[config.mk]
export PLATFORM = sky130hd
export DESIGN_NAME = bba_ctrl
export DESIGN_NICKNAME = d
export VERILOG_FILES = /design/src/rtl/bba_pkg.sv /design/src/rtl/bba_ctrl.sv
export SDC_FILE = /design/constraint.sdc
export NUM_CORES = 1
export LEC_CHECK = 0
export BUFFER_PORTS_ARGS = -buffer_cell sky130_fd_sc_hd__clkbuf_2
export CAP_MARGIN = 20
export CORE_MARGIN = 2
export CORE_UTILIZATION = 45
export CTS_BUF_LIST = sky130_fd_sc_hd__clkbuf_8 sky130_fd_sc_hd__clkbuf_16
export DETAILED_ROUTE_END_ITERATION = 8
export GPL_TIMING_DRIVEN = 0
export PLACE_DENSITY = 0.86
export RECOVER_POWER = 50
export SLEW_MARGIN = 15
export SYNTH_ARGS = -nofsm -noshare
export SYNTH_HDL_FRONTEND = slang
export SYNTH_SLANG_ARGS = --single-unit
export TNS_END_PERCENT = 20
[constraint.sdc]
create_clock -name clk -period 2.9 [get_ports clk]
set_clock_uncertainty 0.05 [all_clocks]
set_input_delay 0.58 -clock clk [delete_from_list [all_inputs] [get_ports clk]]
set_output_delay 0.58 -clock clk [all_outputs]
set_load 0.1 [all_outputs]
[src/rtl/bba_pkg.sv]
// Shared types, constants and command/status bundles of the buddy block allocator.
package bba_pkg;

  localparam int MAX_ORDER   = 10;
  localparam int BLOCK_BYTES = 8;
  localparam int BLK_SH      = $clog2(BLOCK_BYTES);
  localparam int NODE_COUNT  = (2 << MAX_ORDER) - 1;
  localparam int NODE_W      = $clog2(NODE_COUNT);
  localparam int LV_W        = $clog2(MAX_ORDER + 1);
  localparam int DEPTH_W     = $clog2(MAX_ORDER + 1);
  localparam int OFF_W       = (MAX_ORDER > 0) ? MAX_ORDER : 1;
  localparam int ADDR_W      = 48;
  localparam int BYTES_W     = 24;
  localparam int Q_W         = BYTES_W - BLK_SH;
  localparam int K_W         = $clog2(Q_W + 1);
  localparam int ORDER_W     = 4;
  localparam int CFG_IDX_W   = 2;

  localparam logic [CFG_IDX_W-1:0] REG_BASE_ADDRESS = 2'd0;
  localparam logic [CFG_IDX_W-1:0] REG_TOTAL_ORDER  = 2'd1;
  localparam logic [ORDER_W-1:0]   TOTAL_ORDER_RST  = 4'd10;

  typedef enum logic [1:0] {
    ST_ABSENT = 2'd0,
    ST_ALLOC  = 2'd1,
    ST_SPLIT  = 2'd2
  } node_st_t;

  // What remains to be tried at a split node on the search path.
  typedef enum logic [1:0] {
    MD_BOTH_FIRST  = 2'd0,
    MD_BOTH_SECOND = 2'd1,
    MD_ONLY_LEFT   = 2'd2,
    MD_ONLY_RIGHT  = 2'd3
  } mode_t;

  typedef enum logic [1:0] {
    NAV_HOLD   = 2'd0,
    NAV_LEFT   = 2'd1,
    NAV_RIGHT  = 2'd2,
    NAV_PARENT = 2'd3
  } nav_t;

  typedef enum logic [2:0] {
    AS_NODE  = 3'd0,
    AS_LEFT  = 3'd1,
    AS_RIGHT = 3'd2,
    AS_SIB   = 3'd3,
    AS_CLEAR = 3'd4
  } addr_sel_t;

  typedef enum logic [3:0] {
    S_CLEAR, S_IDLE, S_A_START, S_A_VISIT, S_A_CHK, S_A_RDL, S_A_RDR,
    S_A_POP, S_A_RESUME, S_A_CLAIM, S_F_VISIT, S_F_CHK, S_F_UP, S_F_SIB,
    S_F_CLR, S_DONE
  } state_t;

  typedef struct packed {
    logic      load;
    nav_t      nav;
    logic      mem_rd;
    logic      mem_wr;
    addr_sel_t addr_sel;
    node_st_t  wr_val;
    logic      stk_wr;
    mode_t     stk_val;
    logic      latch_left;
    logic      res_set;
    logic      res_ok;
    logic      res_grant;
    logic      out_push;
    logic      clr_step;
  } cmd_t;

  typedef struct packed {
    logic     is_free;
    logic     size_zero;
    logic     k_too_big;
    logic     lv_lt_k;
    logic     lv_gt_k;
    logic     lv_zero;
    logic     d_zero;
    logic     addr_match;
    logic     go_right;
    logic     clr_last;
    node_st_t rd_st;
    node_st_t left_st;
    mode_t    mode;
  } sts_t;

endpackage

[src/rtl/bba_ctrl.sv]
// Controller state machine of the buddy allocator: sequences the tree walks.
module bba_ctrl import bba_pkg::*; (
  input  logic clk,
  input  logic rst_n,
  input  logic cfg_clear,
  input  logic in_valid,
  output logic in_ready,
  output logic out_valid,
  input  logic out_ready,
  input  sts_t sts,
  output cmd_t cmd
);

  state_t state_r, state_nxt;
  logic   out_valid_r, out_valid_nxt;

  always_ff @(posedge clk) begin
    if (!rst_n) begin
      state_r     <= S_CLEAR;
      out_valid_r <= 1'b0;
    end else begin
      state_r     <= cfg_clear ? S_CLEAR : state_nxt;
      out_valid_r <= out_valid_nxt;
    end
  end

  assign in_ready  = (state_r == S_IDLE);
  assign out_valid = out_valid_r;

  always_comb begin
    state_nxt = state_r;
    cmd = '{load: 1'b0, nav: NAV_HOLD, mem_rd: 1'b0, mem_wr: 1'b0, addr_sel: AS_NODE,
            wr_val: ST_ABSENT, stk_wr: 1'b0, stk_val: MD_BOTH_FIRST, latch_left: 1'b0,
            res_set: 1'b0, res_ok: 1'b0, res_grant: 1'b0, out_push: 1'b0,
            clr_step: 1'b0};
    unique case (state_r)
      S_CLEAR: begin
        cmd.mem_wr   = 1'b1;
        cmd.addr_sel = AS_CLEAR;
        cmd.clr_step = 1'b1;
        if (sts.clr_last) state_nxt = S_IDLE;
      end
      S_IDLE: begin
        if (in_valid) begin
          cmd.load  = 1'b1;
          state_nxt = S_A_START;
        end
      end
      S_A_START: begin
        if (sts.is_free) begin
          state_nxt = S_F_VISIT;
        end else if (sts.size_zero || sts.k_too_big) begin
          cmd.res_set = 1'b1;
          state_nxt   = S_DONE;
        end else begin
          state_nxt = S_A_VISIT;
        end
      end
      S_A_VISIT: begin
        cmd.mem_rd = 1'b1;
        state_nxt  = S_A_CHK;
      end
      S_A_CHK: begin
        if (sts.lv_lt_k) begin
          state_nxt = S_A_POP;
        end else if (sts.rd_st == ST_ABSENT) begin
          state_nxt = S_A_CLAIM;
        end else if (sts.rd_st != ST_SPLIT || sts.lv_zero) begin
          state_nxt = S_A_POP;
        end else begin
          cmd.mem_rd   = 1'b1;
          cmd.addr_sel = AS_LEFT;
          state_nxt    = S_A_RDL;
        end
      end
      S_A_RDL: begin
        cmd.latch_left = 1'b1;
        cmd.mem_rd     = 1'b1;
        cmd.addr_sel   = AS_RIGHT;
        state_nxt      = S_A_RDR;
      end
      S_A_RDR: begin
        cmd.stk_wr = 1'b1;
        if (sts.left_st != ST_ABSENT) begin
          cmd.stk_val = (sts.rd_st != ST_ABSENT) ? MD_BOTH_FIRST : MD_ONLY_LEFT;
          cmd.nav     = NAV_LEFT;
          state_nxt   = S_A_VISIT;
        end else if (sts.rd_st != ST_ABSENT) begin
          cmd.stk_val = MD_ONLY_RIGHT;
          cmd.nav     = NAV_RIGHT;
          state_nxt   = S_A_VISIT;
        end else begin
          state_nxt = S_A_POP;
        end
      end
      S_A_POP: begin
        if (sts.d_zero) begin
          cmd.res_set = 1'b1;
          state_nxt   = S_DONE;
        end else begin
          cmd.nav   = NAV_PARENT;
          state_nxt = S_A_RESUME;
        end
      end
      S_A_RESUME: begin
        case (sts.mode)
          MD_BOTH_FIRST: begin
            cmd.stk_wr  = 1'b1;
            cmd.stk_val = MD_BOTH_SECOND;
            cmd.nav     = NAV_RIGHT;
            state_nxt   = S_A_VISIT;
          end
          MD_ONLY_LEFT: begin
            if (sts.lv_gt_k) begin
              cmd.nav   = NAV_RIGHT;
              state_nxt = S_A_CLAIM;
            end else begin
              state_nxt = S_A_POP;
            end
          end
          MD_ONLY_RIGHT: begin
            if (sts.lv_gt_k) begin
              cmd.nav   = NAV_LEFT;
              state_nxt = S_A_CLAIM;
            end else begin
              state_nxt = S_A_POP;
            end
          end
          default: state_nxt = S_A_POP;
        endcase
      end
      S_A_CLAIM: begin
        cmd.mem_wr = 1'b1;
        if (sts.lv_gt_k) begin
          cmd.wr_val = ST_SPLIT;
          cmd.nav    = NAV_LEFT;
        end else begin
          cmd.wr_val    = ST_ALLOC;
          cmd.res_set   = 1'b1;
          cmd.res_ok    = 1'b1;
          cmd.res_grant = 1'b1;
          state_nxt     = S_DONE;
        end
      end
      S_F_VISIT: begin
        cmd.mem_rd = 1'b1;
        state_nxt  = S_F_CHK;
      end
      S_F_CHK: begin
        if (sts.rd_st == ST_ABSENT) begin
          cmd.res_set = 1'b1;
          state_nxt   = S_DONE;
        end else if (sts.rd_st != ST_SPLIT) begin
          if (sts.addr_match) begin
            cmd.mem_wr = 1'b1;
            state_nxt  = S_F_UP;
          end else begin
            cmd.res_set = 1'b1;
            state_nxt   = S_DONE;
          end
        end else if (sts.lv_zero) begin
          cmd.res_set = 1'b1;
          state_nxt   = S_DONE;
        end else begin
          cmd.nav   = sts.go_right ? NAV_RIGHT : NAV_LEFT;
          state_nxt = S_F_VISIT;
        end
      end
      S_F_UP: begin
        if (sts.d_zero) begin
          cmd.res_set = 1'b1;
          cmd.res_ok  = 1'b1;
          state_nxt   = S_DONE;
        end else begin
          cmd.mem_rd   = 1'b1;
          cmd.addr_sel = AS_SIB;
          state_nxt    = S_F_SIB;
        end
      end
      S_F_SIB: begin
        if (sts.rd_st == ST_ABSENT) begin
          cmd.nav   = NAV_PARENT;
          state_nxt = S_F_CLR;
        end else begin
          cmd.res_set = 1'b1;
          cmd.res_ok  = 1'b1;
          state_nxt   = S_DONE;
        end
      end
      S_F_CLR: begin
        cmd.mem_wr = 1'b1;
        state_nxt  = S_F_UP;
      end
      S_DONE: begin
        if (!out_valid_r || out_ready) begin
          cmd.out_push = 1'b1;
          state_nxt    = S_IDLE;
        end
      end
      default: state_nxt = S_CLEAR;
    endcase
  end

  assign out_valid_nxt = cmd.out_push || (out_valid_r && !out_ready);

endmodule

==> impl_metrics.json <==
{
  "status": "completed",
  "seqPwrFrac_pct": 24.2,
  "ctsHtreeMaxLevel": 1,
  "use_met1_pct": 37.1,
  "antenna_found_initial": 0,
  "end_kind": "primary output",
  "criticalPathCategory": "in -> out",
  "num-fill-cells": 218,
  "avgSynthCellArea_sq_um": 6.88,
  "rsz0062_at_grt": "false",
  "peakVddDrop_v": 0.000371,
  "place_ws_ns": 0.127,
  "leakage_nw": 0.560,
  "die_w_microns": 51.3,
  "use_met3_pct": 3.51,
  "netlist-cell-type-count": 51,
  "finalSetupViolCount": 0,
  "pin_count": 42,
  "drc": 0,
  "ys_ff_latch": 5,
  "worst_hold_path_type": "in -> reg",
  "synth-edff-count": 0,
  "use_met2_pct": 45.7,
  "finalPower_uw": 291,
  "initial_core_util_pct": 46.3,
  "hold_viol_final": 0,
  "start_kind": "input port",
  "ant_nets": 0,
  "drv_cap": 0,
  "cts.sinks": 5,
  "placed_cells": 215,
  "final.min_clock_period_ns": 2.78,
  "fin_ws_ns": 0.120,
  "grt_max_degree": 11,
  "drive_above_1_share_pct": 35.1,
  "ys_seq_area_share_pct": 9.96,
  "viasPerCell": 6.41,
  "antenna_cells": 0,
  "drt-pass1-iter-count": 5,
  "crit_fanout": 7,
  "final_nets": 214,
  "synthArstFlopShare_pct": 0,
  "crit_chain": "clkbuf_2, or3b_4, nor4_1, nor3_1, o211ai_1, clkbuf_2",
  "crit_required_ns": 2.27,
  "p_comb_share_pct": 33.6,
  "vias": 1404,
  "die_y_microns": 51.3,
  "fmax_mhz": 360,
  "max_stage_delay_ns": 0.48,
  "p_clk_share_pct": 42.1,
  "cts_resized": 0,
  "syn_inst": 146,
  "overflow": 0,
  "crit_slowest_cell": "clkbuf_2",
  "port_buffers": 41,
  "routed_wl_microns": 3370,
  "crit_path_frequent_cell": "clkbuf_2",
  "grt_usage_pct": 26.6,
  "worstSkewPairLatency_ns": 0.22,
  "place_hpwl_microns": 2680,
  "syn_to_final_growth_pct": 31.3,
  "cts-buffers-inserted": 3,
  "grt_pass1_wl_microns": 5530,
  "cts_buffer_depth": 2,
  "core_sq_mm": 0.00217,
  "power.internal_uw": 192,
  "netlist_area_sq_mm": 0.00100,
  "syn-num-nets": 168,
  "top_usage_layer": "met2",
  "finalMaxSlewViolations": 0,
  "cts.clk_slew.worst_paths_ns": 0.04,
  "ys_warn_count": 0,
  "first_global_vias": 1181,
  "cp.arrival_ns": 2.15,
  "worst_pin_slew_ns": 1.16,
  "wire_per_inst_microns": 15.4,
  "cts-root-buf": "clkbuf_8",
  "rows": 17,
  "gp_congestion": 0.968,
  "drt_iter0_markers": 78,
  "synth_flop_cell": "dfxtp_1",
  "power_switching_uw": 99.2,
  "tns_ns": 0,
  "stdcell_count": 219,
  "dieArea_sq_mm": 0.00263,
  "cts_tree": "built",
  "cts_setup_buffers": 0,
  "maxSlewHeadroom_pct": 23.1,
  "period_share_pct": 95.8,
  "hold_buffers": 0,
  "netSwitchingFraction_pct": 34.1,
  "p_per_area_mw_per_mm2": 221
}
layer usage:
| layer | up-vias | routed length, microns |
|---|---|---|
| met4 | 0 | 55 |
| met1 | 649 | 1350 |
| met3 | 8 | 377 |
| met5 | - | 0 |
| li1 | 646 | - |
| met2 | 101 | 1590 |
through the flow:
| stage | utilization, % | cell area, sq um | hold WS [ns] |
|---|---|---|---|
| floorplan | - | 1050 | 0.580 |
| global placement | 59.6 | 1290 | 0.530 |
| global route | 60.8 | 1320 | 0.574 |
| detailed placement | 59.6 | 1290 | 0.539 |
| CTS | 61.7 | 1340 | 0.545 |
| finish | 60.8 | 1320 | 0.555 |
critical path: cells and delay by family:
| family | cells | cell delay, ns |
|---|---|---|
| AOI/OAI and AO/OA | 1 | 0.10 |
| buffers and inverters | 2 | 0.61 |
| and+or+nand+nor | 3 | 0.85 |
power by group through the flow:
stage	logic [mW]	registers, mW	clock network [mW]
2_1_floorplan	0.0666	0.0714	0
3_3_place_gp	0.0964	0.0714	0
3_5_place_dp	0.0977	0.0715	0
4_1_cts	0.0981	0.0705	0.125
5_1_grt	0.105	0.0704	0.131
6_report	0.0979	0.0705	0.123
cell families (layout without fill, tap and decap cells):
group	Yosys count	after routing	share of synthesized area [%]
muxes	1	1	0.996
buffers and inverters	20	65	11.1
and+or+nand+nor	74	74	45.5
adders and majority gates	1	1	1.25
AOI/OAI and AO/OA	45	45	31.3
DFF	5	5	9.96
layout make-up:
cell class / instances / area (sq um) / area share [%]
clock buffer: 3 / 41.3 / 3.13
buffer: 12 / 81.3 / 6.17
clock inverter: 1 / 3.75 / 0.285
timing repair buffer: 41 / 203 / 15.4
multi-input combinational: 121 / 825 / 62.5
inverter: 8 / 30.0 / 2.28
sequential: 5 / 100 / 7.59
tap: 28 / 35.0 / 2.66
cells in the final DEF, fill, tap and decap left out, types with 5 or more instances in the layout:
master / synthesis / final
a21oi_1: 9 / 9
buf_2: 5 / 5
clkbuf_2: 0 / 39
dfxtp_1: 5 / 5
inv_1: 7 / 8
nand2b_1: 10 / 10
nor2_1: 20 / 19
nor3_1: 13 / 11
o21ai_0: 6 / 6
cells in the mapped netlist, types with 2 or more instances:
master	n	area (sq um)
a21o_1	2	15.0
a21oi_1	9	45.0
a311oi_1	2	17.5
a31oi_1	3	18.8
and2_1	3	18.8
and3_1	2	12.5
buf_2	5	25.0
buf_4	4	30.0
buf_6	2	22.5
dfxtp_1	5	100
inv_1	7	26.3
nand2_1	3	11.3
nand2b_1	10	62.6
nand3_1	3	15.0
nand3b_1	2	15.0
nor2_1	20	75.1
nor2b_1	2	12.5
nor3_1	13	65.1
nor4_1	4	25.0
nor4b_4	2	47.6
o211ai_1	4	30.0
o21ai_0	6	30.0
o21ai_1	3	15.0
o22ai_1	2	12.5
or3b_1	2	17.5
final timing paths:
check,end,start,cells after the start,slack [ns]
setup reg to reg,state_r[0],state_r[1],5,1.25
hold / removal,state_r[0],sts[6],3,0.56
setup / recovery,cmd[16],sts[4],6,0.12
hold reg to reg,out_valid,out_valid,2,0.57
state kept, by name, summed over array words and instances, names as in the netlist:
register / count
out_valid: 1
state_r: 4
Power figures use the tool's default switching activity.
